`src/rtl/rckto_pkg.sv`:
```
// Package for the rotated color-key texture overlay.
// Field widths, register indexes, rotation codes, reset values and the
// issue word that passes from the raster unit to the merge unit. No dependencies.
package rckto_pkg;

  // field widths fixed by the pixel and register formats
  localparam int SIZE_W     = 7;
  localparam int ROT_W      = 2;
  localparam int PIX_W      = 8;
  localparam int TADDR_W    = 12;
  localparam int CFG_IDX_W  = 2;
  localparam int CFG_DATA_W = 8;

  // default texture edge bound
  localparam int MAX_SIZE_DEF = 64;

  // register indexes on the configuration port
  localparam logic [CFG_IDX_W-1:0] CFG_SIZE        = 2'd0;
  localparam logic [CFG_IDX_W-1:0] CFG_ROTATION    = 2'd1;
  localparam logic [CFG_IDX_W-1:0] CFG_SUPER_TRANS = 2'd2;
  localparam logic [CFG_IDX_W-1:0] CFG_TRANS_COLOR = 2'd3;

  // input word operations
  localparam logic OP_LOAD_TOP = 1'b0;
  localparam logic OP_BOTTOM   = 1'b1;

  // rotation codes (quarter turns)
  localparam logic [ROT_W-1:0] ROT_0   = 2'd0;
  localparam logic [ROT_W-1:0] ROT_90  = 2'd1;
  localparam logic [ROT_W-1:0] ROT_180 = 2'd2;
  localparam logic [ROT_W-1:0] ROT_270 = 2'd3;

  // register reset values
  localparam logic [SIZE_W-1:0] SIZE_RST        = 7'd64;
  localparam logic [ROT_W-1:0]  ROTATION_RST    = ROT_0;
  localparam logic              SUPER_RST       = 1'b0;
  localparam logic [PIX_W-1:0]  TRANS_COLOR_RST = 8'd255;

  // top color remapped to the transparent color in super-transparent mode
  localparam logic [PIX_W-1:0] SUPER_KEY = 8'd254;

  // bottom pixel waiting for its top pixel to come out of the store
  typedef struct packed {
    logic             valid;
    logic [PIX_W-1:0] bottom;
    logic             last;
  } issue_t;

endpackage

```
`src/rtl/rckto_out_if.sv`:
```
// Output channel: composited pixel words with end-of-texture flag.
// Depends on rckto_pkg.
interface rckto_out_if;
  import rckto_pkg::*;

  logic             valid;
  logic             ready;
  logic [PIX_W-1:0] merged_pixel;
  logic             last;

  modport source (output valid, merged_pixel, last, input ready);
  modport sink   (input valid, merged_pixel, last, output ready);
endinterface

```
`src/rtl/rckto_merge.sv`:
```
// Color-key merge of store data with the bottom pixel, output register
// and one-word skid buffer. Depends on rckto_pkg and rckto_out_if.
module rckto_merge (
  input  logic                       clk,
  input  logic                       rst,
  input  rckto_pkg::issue_t          issue,
  input  logic [rckto_pkg::PIX_W-1:0] rdata,
  input  logic [rckto_pkg::PIX_W-1:0] key,
  input  logic                       super_en,
  output logic                       take,
  rckto_out_if.source                res
);
  import rckto_pkg::*;

  logic             out_valid;
  logic [PIX_W-1:0] out_pix;
  logic             out_last;
  logic             hold_valid;
  logic [PIX_W-1:0] hold_pix;
  logic             hold_last;
  logic [PIX_W-1:0] merged_c;
  logic             out_free;

  // color-key select
  always_comb begin
    if (rdata == key) begin
      merged_c = issue.bottom;
    end else if (super_en && (rdata == SUPER_KEY)) begin
      merged_c = key;
    end else begin
      merged_c = rdata;
    end
  end

  assign out_free = !out_valid || res.ready;

  // room for one more word by the time a read issued now returns
  assign take = !hold_valid && !(issue.valid && out_valid && !res.ready);

  // valid flags
  always_ff @(posedge clk) begin
    if (rst) begin
      out_valid  <= 1'b0;
      hold_valid <= 1'b0;
    end else if (out_free) begin
      out_valid  <= hold_valid || issue.valid;
      hold_valid <= 1'b0;
    end else if (issue.valid) begin
      hold_valid <= 1'b1;
    end
  end

  // payload: skid word drains first
  always_ff @(posedge clk) begin
    if (out_free) begin
      if (hold_valid) begin
        out_pix  <= hold_pix;
        out_last <= hold_last;
      end else if (issue.valid) begin
        out_pix  <= merged_c;
        out_last <= issue.last;
      end
    end else if (issue.valid) begin
      hold_pix  <= merged_c;
      hold_last <= issue.last;
    end
  end

  assign res.valid        = out_valid;
  assign res.merged_pixel = out_pix;
  assign res.last         = out_last;

  // skid word only exists behind a held output word
  a_hold_needs_out: assert property (@(posedge clk) disable iff (rst)
    hold_valid |-> out_valid)
    else $error("skid word present with empty output register");

  // no read may return while the skid word is occupied
  a_no_overrun: assert property (@(posedge clk) disable iff (rst)
    !(hold_valid && issue.valid))
    else $error("store read returned with skid buffer full");

  // stalled output with a returning read parks it in the skid buffer
  a_skid_fill: assert property (@(posedge clk) disable iff (rst)
    (issue.valid && out_valid && !res.ready) |=> hold_valid)
    else $error("returning read lost on output stall");

endmodule

```
`src/flat_wrapper.sv`:
```
// flat-port wrapper written by rule: the top's interface ports become plain ports
module rckto_merge_flat import rckto_pkg::*;
  (clk, rst, issue, rdata, key, super_en, take, res_valid, res_merged_pixel, res_last, res_ready);
  rckto_out_if res_i ();
  input  logic clk;
  input  logic rst;
  input  rckto_pkg::issue_t issue;
  input  logic [rckto_pkg::PIX_W-1:0] rdata;
  input  logic [rckto_pkg::PIX_W-1:0] key;
  input  logic super_en;
  output logic take;
  output wire logic [$bits(res_i.valid)-1:0] res_valid;
  output wire logic [$bits(res_i.merged_pixel)-1:0] res_merged_pixel;
  output wire logic [$bits(res_i.last)-1:0] res_last;
  input wire logic [$bits(res_i.ready)-1:0] res_ready;
  assign res_valid = res_i.valid;
  assign res_merged_pixel = res_i.merged_pixel;
  assign res_last = res_i.last;
  assign res_i.ready = res_ready;
  rckto_merge u_core (.clk(clk), .rst(rst), .issue(issue), .rdata(rdata), .key(key), .super_en(super_en), .take(take), .res(res_i));
endmodule
```
`config.mk`:
```
export PLATFORM = sky130hd
export DESIGN_NAME = rckto_merge_flat
export DESIGN_NICKNAME = d
export VERILOG_FILES = /design/src/rtl/rckto_pkg.sv /design/src/rtl/rckto_out_if.sv /design/src/rtl/rckto_merge.sv /design/src/flat_wrapper.sv
export SDC_FILE = /design/constraint.sdc
export NUM_CORES = 1
export LEC_CHECK = 0
export BUFFER_PORTS_ARGS = -buffer_cell sky130_fd_sc_hd__buf_4
export CAP_MARGIN = 0
export CORE_UTILIZATION = 40
export CTS_CLUSTER_SIZE = 14
export DETAILED_ROUTE_END_ITERATION = 12
export PLACE_DENSITY = 0.68
export SYNTH_ARGS = -nofsm -noshare
export SYNTH_HDL_FRONTEND = slang
export SYNTH_SLANG_ARGS = --single-unit
```
`constraint.sdc`:
```
create_clock -name clk -period 2.2 [get_ports clk]
set_input_delay 0.33 -clock clk [delete_from_list [all_inputs] [get_ports clk]]
set_output_delay 0.33 -clock clk [all_outputs]
set_load 0.005 [all_outputs]
```
Yosys cells after proc, flatten, opt, wreduce, memory -nomap -nowiden
Cells that the tools add are included.
{ "word_totals": {"reg_bits": 20} }
{ "op_classes": {"bitwise": 1, "n_eq_ne": 2, "n_reduce_logical": 14, "n_mux": 6} }
{ "op_table": {"columns": ["cell", "n"], "rows": [
  ["$mux 8", 4],
  ["$eq 8x8->1", 1],
  ["$eq 8x8->1 const B", 1],
  ["$logic_and 1x1->1", 4],
  ["$logic_not 1->1", 4],
  ["$reduce_and 2->1", 2],
  ["$logic_or 1x1->1", 2],
  ["$mux 1", 2],
  ["$reduce_bool 2->1", 1],
  ["$reduce_or 2->1", 1],
  ["$not 1->1", 1]
]} }

Depth between registers and ports, before layout
{ "logic_depth": {"depth_word": 6, "depth_mapped": 5, "mapped_depth_nobuf": 4} }

Least setup slack after synthesis
OpenSTA, ideal clock, no wires.
{ "synth_path": {"path_kind": "in2reg", "start": "in rdata[0] (netlist bit)", "end": "reg u_core.hold_pix[1] (data pin)", "path_buffers": 1, "stages": 5, "slack_ns": 0.527, "setup_ns": 0.260, "t_arrival_ns": 1.412, "path_cell_list": "and3b_1 -> buf_6 -> and4_4 -> mux2_4 -> mux2_4"} }
{ "synth_via": {"elab_chain_len": 4, "word_cells_on_any_way": 5, "classes_between": "2 x eq/ne; 2 x mux; 1 x reduce/logical"} }
{ "synth_rtl": {"columns": ["item", "line", "rtl"], "rows": [
  ["from (decl)", "flat_wrapper.sv:8", "input logic [rckto_pkg::PIX_W-1:0] rdata;"],
  ["$eq 8x8->1", "rckto_merge.sv:28", "end else if (super_en && (rdata == SUPER_KEY)) begin"],
  ["$logic_and 1x1->1", "rckto_merge.sv:28", null],
  ["$mux 8", "rckto_merge.sv:28", null],
  ["$mux 8 *", "rckto_merge.sv:26", "if (rdata == key) begin"],
  ["net u_core.merged_c[1]", "rckto_merge.sv:21", "logic [PIX_W-1:0] merged_c;"],
  ["to (signal assigned)", "rckto_merge.sv:64", "hold_pix <= merged_c;"],
  ["to (decl)", "rckto_merge.sv:19", "logic [PIX_W-1:0] hold_pix;"]
]} }
Mark *: on every way through the listed nets, which the timed path passes. The rest lies on a longest branch.
A chain may end at the register's enable or synchronous reset.

Worst setup path after layout
{ "layout_path": {"start": "reg u_core.out_valid, in the netlist u_core.res.valid", "end": "out take"} }
{ "layout_via": {"elab_chain_len": 4} }
{ "layout_rtl": {"columns": ["item", "line", "rtl"], "rows": [
  ["from (decl)", "rckto_merge.sv:15", "logic out_valid;"],
  ["from (signal assigned)", "rckto_merge.sv:46", "out_valid <= hold_valid || issue.valid;"],
  ["$logic_and 1x1->1 (2 in series)", "rckto_merge.sv:38", "assign take = !hold_valid && !(issue.valid && out_valid && !res.ready);"],
  ["$logic_not 1->1", "rckto_merge.sv:38", null],
  ["$logic_and 1x1->1", "rckto_merge.sv:38", null],
  ["to (decl)", "flat_wrapper.sv:11", "output logic take;"]
]} }
No other way between the ends.

==> flow_metrics.py <==
metrics = {
    "outcome": {
        "status": "finished, violations left",
        "violations": "design-rule violations",
    },
    "timing": {
        "max-slew-margin-rel_pct": 72.29,
        "finalCriticalPeriod_ns": 1.660,
        "finClkSkew_ns": 0.0004068,
        "slew_violations": 0,
        "hold_viol": 0,
        "fmax_mhz": 602.4,
        "fin_tns_setup_ns": 0,
        "setup_viol": 0,
        "period_share_pct": 75.46,
        "tightestPinTransition_ns": 0.4105,
        "rsz0062_at_grt": "no",
    },
    "place": {
        "dp_hpwl_um": 2131,
        "io_buffers": 40,
        "globalplace.congestion": 0.8652,
    },
    "job": {
        "cap_viol_max_count": 0,
    },
    "setup_path": {
        "crit_start": "u_core.res.valid$_SDFFE_PP0P_",
        "path_class": "reg2out",
        "cp_data_arrival_time_ns": 1.33,
        "start_kind": "flip-flop",
        "r2r_slack_ns": 0.81,
        "reg2reg_to": "u_core.res.merged_pixel[1]$_DFFE_PP_",
        "rr_worst_depth": 3,
        "endpoint_kind": "output port",
        "cp_data_required_time_ns": 1.87,
        "path_max_fanout": 4,
        "r2r-start": "u_core.hold_valid$_SDFFE_PP0P_",
    },
    "synth": {
        "post-synth-top-count-cell": "edfxtp_1",
        "yosysWarnings": 0,
        "syn_area_mm2": 0.001217,
        "async_flop_share_pct": 0,
        "synth.distinct_cells": 37,
        "synth_cells": 114,
        "seq_area_frac_synth_pct": 47.69,
        "synth_top_area_cell": "edfxtp_1",
        "synthTopCellsByCount": "edfxtp_1 (18), inv_1 (11), o21ai_0 (9)",
        "synthFlopType": "edfxtp_1",
        "synth-seq-cells": 20,
        "syn_avg_cell_area_um2": 10.68,
        "synthTopCellsByArea": "edfxtp_1 (44%), xnor2_1 (5.8%), o21ai_0 (3.7%)",
        "synth_fp_nets": 144,
        "synth.top_cell.area_share_pct": 44.40,
        "synth-edff-count": 18,
    },
    "floorplan": {
        "die_h_um": 57.17,
        "core_mm2": 0.002829,
        "start_util_pct": 43.03,
        "ios": 41,
        "row_count": 19,
        "die_width_um": 57.17,
        "die_area_mm2": 0.003268,
    },
    "drt": {
        "detail_route.first_pass.iterations": 8,
        "vias_per_cell": 5.709,
        "drt_iter0_markers": 59,
        "vias": 1079,
        "route.antenna.remaining_nets": 0,
        "totalWireLength_um": 2750,
        "avgRoutedWirePerCell_um": 14.55,
        "drcViolationCount": 4,
    },
    "finish": {
        "drive_gt1_share_pct": 36.08,
        "antenna_cells": 0,
        "nets": 189,
        "syn_to_final_growth_pct": 30.42,
        "fillers": 246,
    },
    "clock_tree": {
        "clock_path_buffers": 2,
        "ctsHoldBuffers": 0,
        "htreeDepth": 1,
        "postCtsSetupRepairBufs": 0,
        "cts_root_buffer": "clkbuf_4",
        "post_cts_resized": 0,
        "insertion_delay_ns": 0.31,
        "numCtsBuffers": 3,
        "tritoncts": "done",
        "cts.sinks": 20,
        "clkSlewWorstSetupHoldPaths_ns": 0.11,
    },
    "pwr": {
        "leakage_nw": 0.6197,
        "p_total_uw": 796.5,
        "pwr_density_cell_mw_per_mm2": 501.6,
        "ir_drop_v": 0.0002708,
    },
    "grt": {
        "grt_pass1_vias": 989,
        "antenna_found_initial": 0,
        "grt_max_degree": 17,
        "grt_first_pass_wirelength_um": 4650,
        "grt.total_usage_pct": 18.77,
        "overflow": 0,
    },
    "worst_hold_path": {
        "hold_end": "u_core.res.valid$_SDFFE_PP0P_",
        "hold_class": "in2reg",
        "hold_path_startpoint": "rst",
        "hold_path_depth": 2,
    },
}
critical path, cell delays in order, from the launching register on:
cell,delay (ns)
dfxtp_1,0.37
nor2b_1,0.17
and2_1,0.27
nor2_1,0.07
buf_4,0.14
cell type report:
type | instances | area (µm²) | area share, %
clock buffer | 4 | 26.28 | 1.655
inverter | 11 | 41.29 | 2.600
multi-input combinational | 77 | 555.5 | 34.99
sequential | 20 | 580.6 | 36.56
tap | 31 | 38.79 | 2.443
timing repair buffer | 46 | 345.3 | 21.75
per-stage QoR:
| step | instances | area, µm² | setup slack (ns) | util, % | hold slack (ns) |
|---|---|---|---|---|---|
| detailed placement | 185 | 1562 | 0.3464 | 55.20 | 0.5037 |
| finish | 189 | 1588 | 0.5399 | 56.13 | 0.1624 |
| floorplan | 114 | 1217 | 0.5274 | - | 0.3991 |
| CTS | 189 | 1588 | 0.5314 | 56.13 | 0.1694 |
| global route | 189 | 1588 | 0.4508 | 56.13 | 0.1673 |
| global placement | 185 | 1562 | 0.3669 | 55.20 | 0.4779 |
placed cells by master, fill, tap and decap left out, types with 2 or more instances in the layout:
| cell | count |
|---|---|
| dfxtp_1 | 2 |
| nor3_1 | 2 |
| a41oi_1 | 2 |
| o221ai_1 | 2 |
| buf_4 | 46 |
| o311ai_0 | 3 |
| a21oi_1 | 3 |
| o2111ai_1 | 2 |
| inv_1 | 11 |
| edfxtp_1 | 18 |
| o21ai_0 | 9 |
| mux2_4 | 2 |
| nand2b_1 | 2 |
| clkbuf_4 | 3 |
| xnor2_1 | 8 |
| o41ai_1 | 2 |
| nor2_1 | 4 |
| o211ai_1 | 6 |
| nand2_1 | 8 |
| nand4b_1 | 2 |
| nor2b_1 | 2 |
| and4_1 | 2 |
| nand4_1 | 3 |
worst max-delay path by stage:
| stage | to | slack, ns | depth (start not counted) |
|---|---|---|---|
| after global placement | u_core.hold_pix[1]$_DFFE_PP_ | 0.37 | 5 |
| after detailed placement | u_core.hold_pix[1]$_DFFE_PP_ | 0.35 | 5 |
| after CTS | take | 0.53 | 4 |
| final | take | 0.54 | 4 |
| after global routing | take | 0.45 | 4 |
| after floorplan | u_core.hold_pix[1]$_DFFE_PP_ | 0.53 | 5 |
power by group:
part | total [mW] | switching, mW | leakage (nW) | internal [mW]
Clock | 0.193 | 0.122 | 0.0150 | 0.0711
Combinational | 0.163 | 0.0741 | 0.419 | 0.0894
Sequential | 0.440 | 0.00551 | 0.186 | 0.435
cells by family after synthesis:
family,after synthesis,synth area share (%)
compound gates,34,20.45
simple gates,32,16.03
flops,20,47.69
buf+inv,17,6.681
xor+xnor,8,5.756
mux,3,3.392
layer usage:
layer / global-route usage (%) / share of wire (%) / vias up
li1: - / - / 527
met1: 24.71 / 45 / 502
met2: 30.59 / 47 / 45
met3: 1.587 / 4.7 / 5
met4: 10.45 / 2.5 / 0
met5: 0 / 0 / -
state kept, by name, indices dropped and copies added, names as in the netlist:
signal / flops
u_core.hold_last: 1
u_core.hold_pix: 8
u_core.hold_valid: 1
u_core.res.last: 1
u_core.res.merged_pixel: 8
u_core.res.valid: 1
Note: power is estimated with default switching activity, not from simulation.
