===== src/rtl/rckto_pkg.sv =====
// Package for the rotated color-key texture overlay.
// Field widths, register indexes, rotation codes, reset values and the
// issue word that passes from the raster unit to the merge unit. No dependencies.
package rckto_pkg;

  // field widths fixed by the pixel and register formats
  localparam int SIZE_W     = 7;
  localparam int ROT_W      = 2;
  localparam int PIX_W      = 8;
  localparam int TADDR_W    = 12;
  localparam int CFG_IDX_W  = 2;
  localparam int CFG_DATA_W = 8;

  // default texture edge bound
  localparam int MAX_SIZE_DEF = 64;

  // register indexes on the configuration port
  localparam logic [CFG_IDX_W-1:0] CFG_SIZE        = 2'd0;
  localparam logic [CFG_IDX_W-1:0] CFG_ROTATION    = 2'd1;
  localparam logic [CFG_IDX_W-1:0] CFG_SUPER_TRANS = 2'd2;
  localparam logic [CFG_IDX_W-1:0] CFG_TRANS_COLOR = 2'd3;

  // input word operations
  localparam logic OP_LOAD_TOP = 1'b0;
  localparam logic OP_BOTTOM   = 1'b1;

  // rotation codes (quarter turns)
  localparam logic [ROT_W-1:0] ROT_0   = 2'd0;
  localparam logic [ROT_W-1:0] ROT_90  = 2'd1;
  localparam logic [ROT_W-1:0] ROT_180 = 2'd2;
  localparam logic [ROT_W-1:0] ROT_270 = 2'd3;

  // register reset values
  localparam logic [SIZE_W-1:0] SIZE_RST        = 7'd64;
  localparam logic [ROT_W-1:0]  ROTATION_RST    = ROT_0;
  localparam logic              SUPER_RST       = 1'b0;
  localparam logic [PIX_W-1:0]  TRANS_COLOR_RST = 8'd255;

  // top color remapped to the transparent color in super-transparent mode
  localparam logic [PIX_W-1:0] SUPER_KEY = 8'd254;

  // bottom pixel waiting for its top pixel to come out of the store
  typedef struct packed {
    logic             valid;
    logic [PIX_W-1:0] bottom;
    logic             last;
  } issue_t;

endpackage


===== src/rtl/rckto_raster.sv =====
// Raster position tracking and rotated store addressing.
// Turns each bottom pixel into a store read, each top load inside the store into a store write.
// Depends on rckto_pkg.
module rckto_raster #(
  parameter int MAX_SIZE = rckto_pkg::MAX_SIZE_DEF,
  localparam int DEPTH  = MAX_SIZE * MAX_SIZE,
  localparam int ADDR_W = (DEPTH > 1) ? $clog2(DEPTH) : 1
) (
  input  logic                         clk,
  input  logic                         rst,
  input  logic                         accept,
  input  logic                         op,
  input  logic [rckto_pkg::TADDR_W-1:0] top_address,
  input  logic [rckto_pkg::PIX_W-1:0]  pixel,
  input  logic [rckto_pkg::SIZE_W-1:0] size,
  input  logic [rckto_pkg::ROT_W-1:0]  rotation,
  output logic                         we,
  output logic [ADDR_W-1:0]            waddr,
  output logic                         re,
  output logic [ADDR_W-1:0]            raddr,
  output rckto_pkg::issue_t            issue
);
  import rckto_pkg::*;

  localparam int POS_W = (MAX_SIZE > 1) ? $clog2(MAX_SIZE) : 1;
  localparam int SW    = $clog2(MAX_SIZE + 1);
  localparam int CW    = (SIZE_W > SW) ? SIZE_W : SW;
  localparam int PW    = SW + POS_W + 1;

  logic [POS_W-1:0] row, col;
  logic [POS_W-1:0] row_next, col_next;
  logic [CW-1:0]    size_c;
  logic [SW-1:0]    edge_len;
  logic [SW-1:0]    edge_m1;
  logic             pos_out;
  logic [POS_W-1:0] r_eff, c_eff, r_inv, c_inv;
  logic [POS_W-1:0] mul_a, add_b;
  logic [PW-1:0]    prod;
  logic             last_c;
  logic [SW-1:0]    col_inc, row_inc;

  // effective edge length: zero counts as one, saturate at MAX_SIZE
  always_comb begin
    size_c = CW'(size);
    if (size_c == '0) begin
      edge_len = SW'(1);
    end else if (size_c > CW'(MAX_SIZE)) begin
      edge_len = SW'(MAX_SIZE);
    end else begin
      edge_len = SW'(size_c);
    end
    edge_m1 = edge_len - SW'(1);
  end

  // restart the raster if a smaller size left it outside the texture
  always_comb begin
    pos_out = (SW'(row) >= edge_len) || (SW'(col) >= edge_len);
    r_eff   = pos_out ? '0 : row;
    c_eff   = pos_out ? '0 : col;
    r_inv   = POS_W'(edge_m1 - SW'(r_eff));
    c_inv   = POS_W'(edge_m1 - SW'(c_eff));
  end

  // rotated address: edge * a + b
  always_comb begin
    case (rotation)
      ROT_0: begin
        mul_a = r_eff;
        add_b = c_eff;
      end
      ROT_90: begin
        mul_a = c_eff;
        add_b = r_inv;
      end
      ROT_180: begin
        mul_a = r_inv;
        add_b = c_inv;
      end
      ROT_270: begin
        mul_a = c_inv;
        add_b = r_eff;
      end
      default: begin
        mul_a = r_eff;
        add_b = c_eff;
      end
    endcase
    prod  = PW'(edge_len) * PW'(mul_a);
    raddr = ADDR_W'(prod + PW'(add_b));
  end

  // end-of-texture flag and raster advance
  always_comb begin
    last_c  = (SW'(r_eff) == edge_m1) && (SW'(c_eff) == edge_m1);
    col_inc = SW'(c_eff) + SW'(1);
    row_inc = SW'(r_eff) + SW'(1);
    if (col_inc >= edge_len) begin
      col_next = '0;
      row_next = (row_inc >= edge_len) ? '0 : POS_W'(row_inc);
    end else begin
      col_next = POS_W'(col_inc);
      row_next = r_eff;
    end
  end

  // store port controls; writes beyond the store are dropped
  assign we    = accept && (op == OP_LOAD_TOP) && (32'(top_address) < DEPTH);
  assign waddr = ADDR_W'(top_address);
  assign re    = accept && (op == OP_BOTTOM);

  // raster position
  always_ff @(posedge clk) begin
    if (rst) begin
      row <= '0;
      col <= '0;
    end else if (accept) begin
      if (op == OP_LOAD_TOP) begin
        row <= '0;
        col <= '0;
      end else begin
        row <= row_next;
        col <= col_next;
      end
    end
  end

  // bottom pixel travels alongside the store read
  always_ff @(posedge clk) begin
    if (rst) begin
      issue.valid <= 1'b0;
    end else begin
      issue.valid <= re;
    end
    if (re) begin
      issue.bottom <= pixel;
      issue.last   <= last_c;
    end
  end

endmodule


===== config.mk =====
export PLATFORM = sky130hd
export DESIGN_NAME = rckto_raster
export DESIGN_NICKNAME = d
export VERILOG_FILES = /design/src/rtl/rckto_pkg.sv /design/src/rtl/rckto_raster.sv
export SDC_FILE = /design/constraint.sdc
export NUM_CORES = 1
export LEC_CHECK = 0
export BUFFER_PORTS_ARGS = -buffer_cell sky130_fd_sc_hd__buf_2
export CAP_MARGIN = 25
export CORE_UTILIZATION = 43
export CTS_BUF_LIST = sky130_fd_sc_hd__clkbuf_8
export DETAILED_ROUTE_END_ITERATION = 10
export SKIP_CTS_REPAIR_TIMING = 1
export SYNTH_ARGS = -nofsm -noshare
export SYNTH_HDL_FRONTEND = slang
export SYNTH_SLANG_ARGS = --single-unit

===== constraint.sdc =====
create_clock -name clk -period 13.8 [get_ports clk]
set_clock_uncertainty 0.15 [all_clocks]
set_input_delay 0.69 -clock clk [delete_from_list [all_inputs] [get_ports clk]]
set_output_delay 0.69 -clock clk [all_outputs]
set_load 0.01 [all_outputs]

After elaboration in Yosys (flattened, before gate mapping)

Index checks and enable logic that the tools add are counted.
W data, S select, Z words.

Register bits after elaboration: 22
Input port bits: 33
Output and inout port bits: 36
Logic and storage cells: 40

Add/subtract/negate cells: 6
$mul: 1
$lt $le $gt $ge: 5
Equality and inequality tests: 5
Muxes and demuxes: 11
Bitwise operators: 1
Reductions and logical operators: 6

Operators by type and width:

| operator              | number |
|---|---|
| $pmux W6 S4           | 2 |
| $mux W6               | 7 |
| $add A6 B1 Y7 const B | 2 |
| $eq A6 B7 Y1          | 2 |
| $ge A6 B7 Y1          | 2 |
| $ge A7 B7 Y1          | 2 |
| $mux W7               | 2 |
| $add A12 B6 Y12       | 1 |
| $mul A7 B6 Y12        | 1 |
| $sub A6 B6 Y6         | 2 |
| $gt A7 B7 Y1 const B  | 1 |
| $logic_not A7 Y1      | 1 |
| $sub A7 B1 Y7 const B | 1 |
| $eq A2 B2 Y1 const B  | 2 |
| $logic_and A1 B1 Y1   | 3 |
| $eq A2 B1 Y1 const B  | 1 |
| $logic_not A2 Y1      | 1 |
| $logic_or A1 B1 Y1    | 1 |
| $not A1 Y1            | 1 |

Logic depth before layout (Yosys ltp)

Gate-level depths: netlist (run 1).

Word-level depth: 11
Gate-level depth with buffers: 38
Depth with buffers taken out: 37

Least setup slack after synthesis (run 1)

OpenSTA, ideal clock, no wires.

Kind: input to output
Start point: input port size[5] (netlist name)
End point: output port raddr[11]
Data arrival time: 8,646 ps
Setup slack: 4,314 ps
Stages on the path: 37
Buffers on the path: 1
Cell sequence: or4_1 nor2_1 nor2_1 nor2_1 ha_1 nand2b_1 a31oi_1 o32ai_2 nor2_4 buf_6 nand2_1 inv_1 ha_1 inv_1 fa_1 a21o_1 a21oi_1 xnor2_1 nand2_1 o311a_1 a21o_1 or2_1 fa_1 fa_1 inv_1 fa_1 inv_1 fa_1 inv_1 ha_1 o21ai_0 o21a_1 o31a_1 mux2i_1 a211oi_1 a41o_1 nor4_2

Cells in the longest elaborated chain, start to end: 10
Elaborated cells on any way between the ends: 16
Those cells by class: 4 x add/sub; 1 x mul; 3 x order compare; 6 x mux; 2 x reduce/logical

RTL lines:

| item                                    | RTL line                               | source |
|---|---|---|
| from (decl)                             | rckto_raster.sv:15                     | `input logic [rckto_pkg::SIZE_W-1:0] size,` |
| $gt A7 B7 Y1                            | rckto_raster.sv:47                     | `end else if (size_c > CW'(MAX_SIZE)) begin` |
| $mux W7                                 | rckto_raster.sv:47                     |  |
| $mux W7 *                               | rckto_raster.sv:45                     | `if (size_c == '0) begin` |
| $ge A6 B7 Y1                            | rckto_raster.sv:57                     | `pos_out = (SW'(row) >= edge_len) \|\| (SW'(col) >= edge_len);` |
| $logic_or A1 B1 Y1                      | rckto_raster.sv:57                     |  |
| $mux W6, on equally long branches       | rckto_raster.sv:59, rckto_raster.sv:58 |  |
| $sub A6 B6 Y6, on equally long branches | rckto_raster.sv:61, rckto_raster.sv:60 |  |
| $pmux W6 S4                             | rckto_raster.sv:66                     | `case (rotation)` |
| $mul A7 B6 Y12                          | rckto_raster.sv:88                     | `prod = PW'(edge_len) * PW'(mul_a);` |
| $add A12 B6 Y12 *                       | rckto_raster.sv:89                     | `raddr = ADDR_W'(prod + PW'(add_b));` |
| to (decl)                               | rckto_raster.sv:20                     | `output logic [ADDR_W-1:0] raddr,` |

Mark *: on every way between the ends. The rest lies on a longest branch, timed or not.

Worst setup path after layout (run 1)

Ends and elaborated chain as after synthesis.

==> out/metrics.yaml, run 1 <==
synth-seq-cells: 22
drt-total-wl_um: 10900
clkSinkCount: 22
vias: 3829
wl_met1_um: 5300
io_pins: 69
p_seq_share_pct: 22.0
area_growth_syn_to_layout_pct: 7.21
grt_usage_pct: 22.4
synth_cells: 520
clock_latency_ps: 260
netlist_top_cells_area: "ha_1 20%, fa_1 12%, edfxtp_1 6.3%"
syn_area_per_cell_sq_um: 8.31
cts_buffers: 3
cts.clk_slew.worst_paths_ps: 80
drt_iter0_markers: 212
cp_top_family: "adder cells"
gp_congestion: 0.870
cts_max_level: 1
coreArea_sq_um: 9770
yosysMostFrequentCell: "ha_1"
p_clk_share_pct: 18.5
ys_async_sr_fraction_pct: 0
clockBufferDepth: 2
postRouteAntennaNets: 0
cellPowerDensity_nw_per_um2: 69.0
synth_area_sq_um: 4320
cp-end-kind: "output pin"
yosysWarnings: 0
grt_pass1_wl_um: 18500
top_layer: "met4"
post_dp_cell_area_sq_um: 4560
viasPerCell: 5.67
cp.arrival_ps: 9960
rows: 36
wl_per_cell_um: 16.2
final.setup.tns_ps: 0
nets: 669
grt_pass1_vias: 3687
die_w_um: 102
worst_setup_path_start_kind: "input port"
setup-violations-final: 0
cp_max_fo: 15
antenna_found_initial: 0
start_util_pct: 44.2
finalMaxSlewViolations: 0
syn_nets: 646
cp_slowest_cell: "nor2_1"
fin_area_sq_um: 4630
max-vdd-ir-drop_v: 0.0000374
cts_tree: "done"
ys.flop_type: "dfxtp_1"
dp_cells: 671
yosysSeqAreaShare_pct: 12.3
route.met3.wl_um: 456
instances_no_fill: 675
p_switching_w: 0.000132
portBuffers: 44
drc_errors: 0
synthTopCellsByCount: "68 x ha_1, 56 x inv_1, 53 x nor2_1"
hp-class: "reg2reg"
yosysTopAreaCell: "ha_1"
yosysUniqueCellTypes: 65
grt_start_max_net_pins: 18
critPathKind: "in2out"
root_buffer: "clkbuf_8"
leakage_nw: 2.23
post-dp-hpwl_um: 8930
cap_violations: 0
slew_headroom_pct: 46.6
grt_remaining_overflow: 0
synth_top_area_share_pct: 19.7
cp_num_buf_inv: 6
max_freq_mhz: 92.6
p_int_w: 0.000188
status: "finished, final reports clean"
pwr-share-comb_pct: 59.5
period_share_pct: 78.3
routed-wl-met2_um: 5160
rsz0062_at_grt: "false"
cpPeakStageDelay_ps: 600
synth_edf_count: 9
hold_violations: 0
tightest_slew_ps: 799
antenna_cells: 0
critPathMostFrequentCell: "fa_1"
period_needed_ps: 10800
required_ps: 12960
final_layout_size_suffix_gt1_share_pct: 12.9
dieArea_sq_um: 10500
fp.dieH_um: 102
dr.pass1.iters: 5
switching_share_pct: 41.2
==> registers in the layout (all words and copies together), names as in the netlist <==
register  cells
col           6
issue        10
row           6
==> cells by family (layout without fill, tap and decap cells) <==
group                    after synthesis  in the layout  share of synthesized area [%]
AND/OR/NAND/NOR                      176            176                           20.6
XOR/XNOR                              26             26                           5.27
flip-flops                            22             22                           12.3
adder cells (fa/ha/maj)               93             93                           31.3
buffers and inverters                 84            106                           8.51
AO/OA/AOI/OAI                        111            111                           18.4
multiplexers                           8              8                           3.59
==> final cells by class <==
type	instances	area, sq um
well taps	133	166
clock buffers	3	41.3
multi-input cells	414	3420
clock inverters	1	30.0
repair buffers	45	228
inverters	57	214
flip-flops and latches	22	531
fillers	982	5140
==> cells in the final DEF, fill, tap and decap left out, drive strengths merged, types with 11 or more instances in the layout <==
master   n
a21o    17
o21ai   16
a21oi   24
dfxtp   13
inv     57
and3    11
nor2    55
ha      68
nor3    14
xnor2   23
buf     45
fa      25
nand2   33
nand2b  13
==> through the flow <==
| step | worst slack [ps] | hold WS (ps) | total power [W] | utilization (%) |
|---|---|---|---|---|
| 2_1_floorplan | 4310 | 342 | 0.000215 | - |
| 3_3_place_gp | 3200 | 398 | 0.000260 | 46.7 |
| 3_5_place_dp | 2970 | 408 | 0.000262 | 46.7 |
| 6_report | 3000 | 431 | 0.000320 | 47.4 |
| 4_1_cts | 2940 | 420 | 0.000322 | 47.4 |
| 5_1_grt | 2320 | 438 | 0.000351 | 47.4 |
==> final timing paths <==
| check | startpoint | end | slack, ps | cells past startpoint |
|---|---|---|---|---|
| max | size[5] | raddr[11] | 3000 | 36 |
| min reg2reg | row[2] | row[2] | 430 | 2 |
| max reg2reg | col[4] | row[4] | 8610 | 19 |
| min | row[2] | row[2] | 430 | 2 |
==> worst reg2reg max path, stage by stage (launching register included) <==
cell	delay, ps
dfxtp_1	530
ha_1	310
a21o_1	200
a221oi_2	330
nor2_1	160
nor2_4	330
nand2_1	160
inv_1	140
ha_1	270
and3_1	260
xnor2_1	150
nor2_1	70
ha_1	290
a21o_1	160
a21o_1	220
a211o_1	330
a211oi_1	520
nand2_1	160
and2_1	230
o21ai_0	160
==> layer usage <==
layer  GRT usage (%)  vias to the layer above
met5               0                        -
met4            2.64                        0
met3            1.98                        8
met2            37.3                      106
met1            32.5                     1851
li1                -                     1864
==> power groups by stage <==
stage	Sequential (W)	Combinational [W]	Clock [W]
3_5_place_dp	0.0000719	0.000190	0
6_report	0.0000704	0.000190	0.0000591
3_3_place_gp	0.0000720	0.000188	0
2_1_floorplan	0.0000729	0.000142	0
5_1_grt	0.0000708	0.000218	0.0000624
4_1_cts	0.0000704	0.000192	0.0000600
(Power assumes the default switching activity.)
==> inputs of run 2 (changes only) <==
--- a/config.mk
+++ b/config.mk
@@ -10,6 +10,7 @@
 export CORE_UTILIZATION = 43
 export CTS_BUF_LIST = sky130_fd_sc_hd__clkbuf_8
 export DETAILED_ROUTE_END_ITERATION = 10
+export PLACE_DENSITY = 0.66
 export SKIP_CTS_REPAIR_TIMING = 1
 export SYNTH_ARGS = -nofsm -noshare
 export SYNTH_HDL_FRONTEND = slang
==> constraint.sdc (replaced) <==
create_clock -name clk -period 8.9 [get_ports clk]
set_clock_uncertainty 0.15 [all_clocks]
set_input_delay 0.445 -clock clk [delete_from_list [all_inputs] [get_ports clk]]
set_output_delay 0.445 -clock clk [all_outputs]
set_load 0.01 [all_outputs]
==> run 2 against run 1 <==
Cell count grew 11%. Non-clock buffer count grew 77. Worst hold slack lost 230 ps. Die area is the same. Global-route usage grew 1.3 points. Power grew 82%. Largest cell class unchanged. Largest power group unchanged. Highest routed layer unchanged.
==> out/metrics.yaml, run 2 (synthesized netlist as in run 1, its figures left out) <==
max-vdd-ir-drop_v: 0.0000795  # was 0.0000374 V
antenna_found_initial: 0  # unchanged
cpPeakStageDelay_ps: 540  # was 600 ps
period_share_pct: 99.8
p_seq_share_pct: 18.8  # was 22.0%
cp-startpoint: "size[3]"  # was size[5]
cp.arrival_ps: 8280  # was 9960 ps
cts_max_level: 1  # unchanged
cp_top_family: "adder cells"  # unchanged
top_register: "issue"  # unchanged
cellPowerDensity_nw_per_um2: 105  # was 69.0 nW/um^2
setup_ws_ps: 20.8  # was 3000 ps
hp-class: "in2reg"  # was reg2reg
dr.pass1.iters: 5  # unchanged
wl_per_cell_um: 16.4  # was 16.2 um
leakage_nw: 2.65  # was 2.23 nW
p_switching_w: 0.000234  # was 0.000132 W
final_layout_size_suffix_gt1_share_pct: 31.0  # was 12.9%
status: "finished, final reports clean"  # unchanged
root_buffer: "clkbuf_8"  # unchanged
rows: 36  # unchanged
instances_no_fill: 752  # was 675
antenna_cells: 0  # unchanged
timing.rr.start: "col[3]"  # was col[4]
grt_usage_pct: 23.7  # was 22.4%
finalMaxSlewViolations: 0  # unchanged
clock_latency_ps: 260  # about the same
crit_cells: 38  # was 36
p_int_w: 0.000348  # was 0.000188 W
area_growth_syn_to_layout_pct: 28.2  # was 7.21%
grt_start_max_net_pins: 16  # was 18
viasPerCell: 5.54  # was 5.67
grt_pass1_vias: 3876  # was 3687
drt-total-wl_um: 12300  # was 10900 um
most-common-layout-cells: "75 x buf_4, 59 x ha_1, 50 x inv_1, 49 x nor2_1, 42 x buf_2"  # was 68 x ha_1, 56 x inv_1, 53 x nor2_1, 44 x buf_2, 33 x nand2_1
hp-start: "pixel[2]"  # was row[2]
n_fill_cell: 883  # was 982
pwr-share-comb_pct: 65.2  # was 59.5%
start_util_pct: 44.2  # unchanged
dieArea_sq_um: 10500  # unchanged
top_regs: "issue x10, col x6, row x6"  # unchanged
critPathKind: "in2out"  # unchanged
portBuffers: 44  # unchanged
tightest_slew_ps: 718  # was 799 ps
cts_buffers: 3  # unchanged
rsz0062_at_grt: "true"  # was false
r2r_slack_ps: 3990  # was 8610 ps
gp_congestion: 0.939  # was 0.870
period_needed_ps: 8880
die_w_um: 102  # unchanged
clkSinkCount: 22  # unchanged
r2r_end: "row[5]"  # was row[4]
largest_reg_flops: 10  # unchanged
nets: 746  # was 669
io_pins: 69  # unchanged
hold_violations: 0  # unchanged
post-dp-hpwl_um: 10000  # was 8930 um
crit_path_end: "raddr[11]"  # unchanged
postRouteAntennaNets: 0  # unchanged
final_common_cell: "buf_4"  # was ha_1
vias: 4163  # was 3829
drt_iter0_markers: 222  # was 212
critPathMostFrequentCell: "inv_2"  # was fa_1
cp_max_fo: 5  # was 15
drc_errors: 0  # unchanged
switching_share_pct: 40.2  # was 41.2%
cp-end-kind: "output pin"  # unchanged
required_ps: 8310  # was 12960 ps
worst_setup_path_start_kind: "input port"  # unchanged
grt_pass1_wl_um: 19400  # was 18500 um
setup-violations-final: 0  # unchanged
cts.clk_slew.worst_paths_ps: 80  # about the same
cp_num_buf_inv: 7  # was 6
cap_violations: 0  # unchanged
cts_tree: "done"  # unchanged
coreArea_sq_um: 9770  # unchanged
cp_slowest_cell: "or4_4"  # was nor2_1
p_clk_share_pct: 16.0  # was 18.5%
r2r_cells: 20  # was 19
grt_remaining_overflow: 0  # unchanged
dp_slack_ps: -348  # was 2970 ps
fp.dieH_um: 102  # unchanged
clockBufferDepth: 2  # unchanged
max_freq_mhz: 113
dp_cells: 738  # was 671
slew_headroom_pct: 51.6  # was 46.6%
[run 2: worst min path at each step]
stage / to / cells past startpoint
after floorplan: row[2] / 2
after global placement: row[2] / 2
after detailed placement: row[4] / 2
after CTS: issue[3] / 1
after global routing: issue[3] / 1
final: issue[3] / 1
[run 2: power groups by stage]
stage	clock network (W)	logic (W)	registers (W)
after floorplan	0	0.000221	0.000113
after global placement	0	0.000329	0.000112
after detailed placement	0	0.000337	0.000112
after CTS	0.0000937	0.000340	0.000109
after global routing	0.0000980	0.000421	0.000110
final	0.0000932	0.000380	0.000109
[run 2: worst reg2reg max path, delay by kind of cell (launching register included)]
kind,cells,cell delay [ps]
adders and majority gates,3,870
DFF,1,460
buffers and inverters,2,280
xor gates and xnor gates,1,140
and+or+nand+nor,7,1100
AOI/OAI and AO/OA,7,1830
[run 2: area by class of cell]
cell class	instances	area [sq um]	share of cell area, %
well taps	133	166	3.00
flip-flops and latches	22	531	9.58
clock inverters	1	30.0	0.542
repair buffers	122	830	15.0
clock buffers	3	41.3	0.745
multi-input cells	414	3730	67.3
inverters	57	214	3.86
[run 2: metal layers]
layer	share of wire (%)	up-vias	GRT usage [%]
li1	-	2010	-
met1	46	2001	34.1
met2	48	139	39.0
met3	5.6	13	2.74
met4	1.0	0	3.30
met5	0	-	0
[run 2: stage by stage]
step	cell area, sq um	hold slack, ps	power, W	utilization (%)	TNS (ps)
2_1_floorplan	4330	342	0.000334	-	0
3_3_place_gp	5070	408	0.000441	51.9	-158
3_5_place_dp	5070	406	0.000449	51.9	-348
4_1_cts	5140	201	0.000544	52.6	-359
5_1_grt	5540	189	0.000629	56.7	-293
6_report	5540	203	0.000583	56.7	0
==> inputs of run 3 (changes only) <==
--- a/config.mk
+++ b/config.mk
@@ -10,7 +10,7 @@
 export CORE_UTILIZATION = 43
 export CTS_BUF_LIST = sky130_fd_sc_hd__clkbuf_8
 export DETAILED_ROUTE_END_ITERATION = 10
-export PLACE_DENSITY = 0.66
+export PLACE_DENSITY = 0.65
 export SKIP_CTS_REPAIR_TIMING = 1
 export SYNTH_ARGS = -nofsm -noshare
 export SYNTH_HDL_FRONTEND = slang
==> run 3 against run 2 <==
Setup slack improved by 28 ps. First-iteration DRC count is 16% higher. Global-route usage grew 0.17 points. Sequential power is essentially flat. Clock power fell by 0.4%. Utilization decreased by 0.59 points. Largest cell class unchanged.
==> out/metrics.yaml, run 3 (synthesized netlist as in run 1, its figures left out) <==
slew_headroom_pct: 50.3  # was 51.6%
cpPeakStageDelay_ps: 550  # was 540 ps
post-dp-hpwl_um: 9850  # was 10000 um
top_regs: "issue x10, col x6, row x6"  # unchanged
switching_share_pct: 40.2  # about the same
hold_violations: 0  # unchanged
drt_iter0_markers: 257  # was 222
finalMaxSlewViolations: 0  # unchanged
cp_slowest_cell: "or4_4"  # unchanged
io_pins: 69  # unchanged
route.met3.wl_um: 901  # was 688 um
most-common-layout-cells: "70 x buf_4, 59 x ha_1, 52 x inv_1, 49 x nor2_1, 44 x buf_2"  # was 75 x buf_4, 59 x ha_1, 50 x inv_1, 49 x nor2_1, 42 x buf_2
r2r_slack_ps: 3870  # was 3990 ps
cp.arrival_ps: 8260  # was 8280 ps
cp-end-kind: "output pin"  # unchanged
setup-violations-final: 0  # unchanged
r2r_end: "col[3]"  # was row[5]
coreArea_sq_um: 9770  # unchanged
multi_input_area_sq_um: 3730  # about the same
vias: 4139  # was 4163
routed-wl-met2_um: 5760  # was 5870 um
drt-total-wl_um: 12200  # was 12300 um
grt_remaining_overflow: 0  # unchanged
period_share_pct: 99.5  # was 99.8%
postRouteAntennaNets: 0  # unchanged
cts.clk_slew.worst_paths_ps: 80  # about the same
dp_slack_ps: -354  # was -348 ps
rows: 36  # unchanged
start_util_pct: 44.2  # unchanged
cp_max_fo: 7  # was 5
whs_ps: 202  # was 203 ps
clkSinkCount: 22  # unchanged
hp-class: "in2reg"  # unchanged
final_layout_size_suffix_gt1_share_pct: 30.3  # was 31.0%
p_seq_share_pct: 19.0  # was 18.8%
n_fill_cell: 913  # was 883
required_ps: 8310  # about the same
leakage_nw: 2.60  # was 2.65 nW
root_buffer: "clkbuf_8"  # unchanged
regArea_sq_um: 531  # unchanged
portBuffers: 44  # unchanged
clockBufferDepth: 2  # unchanged
largest_reg_flops: 10  # unchanged
r2r_cells: 19  # was 20
worst_setup_path_start_kind: "input port"  # unchanged
max_freq_mhz: 113  # about the same
post_dp_cell_area_sq_um: 5070  # unchanged
period_needed_ps: 8850  # was 8880 ps
timing.rr.start: "row[2]"  # was col[3]
cap_violations: 0  # unchanged
final_common_cell: "buf_4"  # unchanged
area_growth_syn_to_layout_pct: 26.9  # was 28.2%
p_int_w: 0.000344  # was 0.000348 W
gp_congestion: 0.945  # was 0.939
cts_buffers: 3  # unchanged
grt_pass1_wl_um: 19300  # was 19400 um
tightest_slew_ps: 738  # was 718 ps
fin_area_sq_um: 5480  # was 5540 sq um
clock_latency_ps: 260  # about the same
nets: 740  # was 746
wl_met1_um: 5450  # was 5620 um
max-vdd-ir-drop_v: 0.0000747  # was 0.0000795 V
p_total_w: 0.000576  # was 0.000583 W
critPathMostFrequentCell: "buf_4"  # was inv_2
pwr-share-comb_pct: 64.9  # was 65.2%
viasPerCell: 5.55  # was 5.54
dr.pass1.iters: 5  # unchanged
status: "finished, final reports clean"  # unchanged
p_clk_share_pct: 16.1  # was 16.0%
antenna_found_initial: 0  # unchanged
cts_tree: "done"  # unchanged
grt_usage_pct: 23.9  # was 23.7%
grt_start_max_net_pins: 16  # unchanged
antenna_cells: 0  # unchanged
cts_max_level: 1  # unchanged
cp-startpoint: "size[3]"  # unchanged
cellPowerDensity_nw_per_um2: 105  # about the same
fp.dieH_um: 102  # unchanged
drc_errors: 0  # unchanged
top_register: "issue"  # unchanged
setup_ws_ps: 48.5  # was 20.8 ps
die_w_um: 102  # unchanged
wl_per_cell_um: 16.4  # about the same
top_layer: "met4"  # unchanged
grt_pass1_vias: 3878  # was 3876
crit_path_end: "raddr[11]"  # unchanged
p_switching_w: 0.000231  # was 0.000234 W
rsz0062_at_grt: "true"  # unchanged
critPathKind: "in2out"  # unchanged
dieArea_sq_um: 10500  # unchanged
-- run 3: cell type report --
type,count,area share [%]
clock buffers,3,0.753
clock inverters,1,0.548
inverters,57,3.90
multi-input cells,414,68.1
flip-flops and latches,22,9.68
well taps,133,3.04
repair buffers,116,14.0
-- run 3: routing by layer --
metal | vias up | global-route usage [%]
li1 | 1997 | -
met1 | 1982 | 33.9
met2 | 147 | 38.3
met3 | 13 | 4.24
met4 | 0 | 4.40
met5 | - | 0
-- run 3: worst max-delay path: cells and delay by family --
| kind | cells | cell delay, ps |
|---|---|---|
| adders and majority gates | 7 | 2670 |
| muxes | 1 | 180 |
| buffers and inverters | 9 | 1130 |
| and+or+nand+nor | 13 | 2580 |
| AOI/OAI and AO/OA | 8 | 1230 |
-- run 3: power by group through the flow --
| stage | clock network [W] | logic [W] | registers [W] |
|---|---|---|---|
| 2_1_floorplan | 0 | 0.000221 | 0.000113 |
| 4_1_cts | 0.0000923 | 0.000336 | 0.000109 |
| 6_report | 0.0000928 | 0.000373 | 0.000109 |
| 3_3_place_gp | 0 | 0.000329 | 0.000112 |
| 3_5_place_dp | 0 | 0.000334 | 0.000112 |
| 5_1_grt | 0.0000976 | 0.000417 | 0.000110 |
-- run 3: worst min path at each step --
stage,start,to,slack [ps],cells past startpoint
global placement,row[4],row[4],410,2
global route,pixel[6],issue[7],190,1
finish,pixel[6],issue[7],200,1
detailed placement,row[4],row[4],410,2
floorplan,row[2],row[2],340,2
CTS,pixel[5],issue[6],200,1
-- run 3: through the flow --
step	instances	util, %	TNS (ps)
after floorplan	520	-	0
after global placement	738	51.9	-159
after detailed placement	738	51.9	-354
after CTS	742	52.6	-395
after global routing	746	56.1	-276
final	746	56.1	0
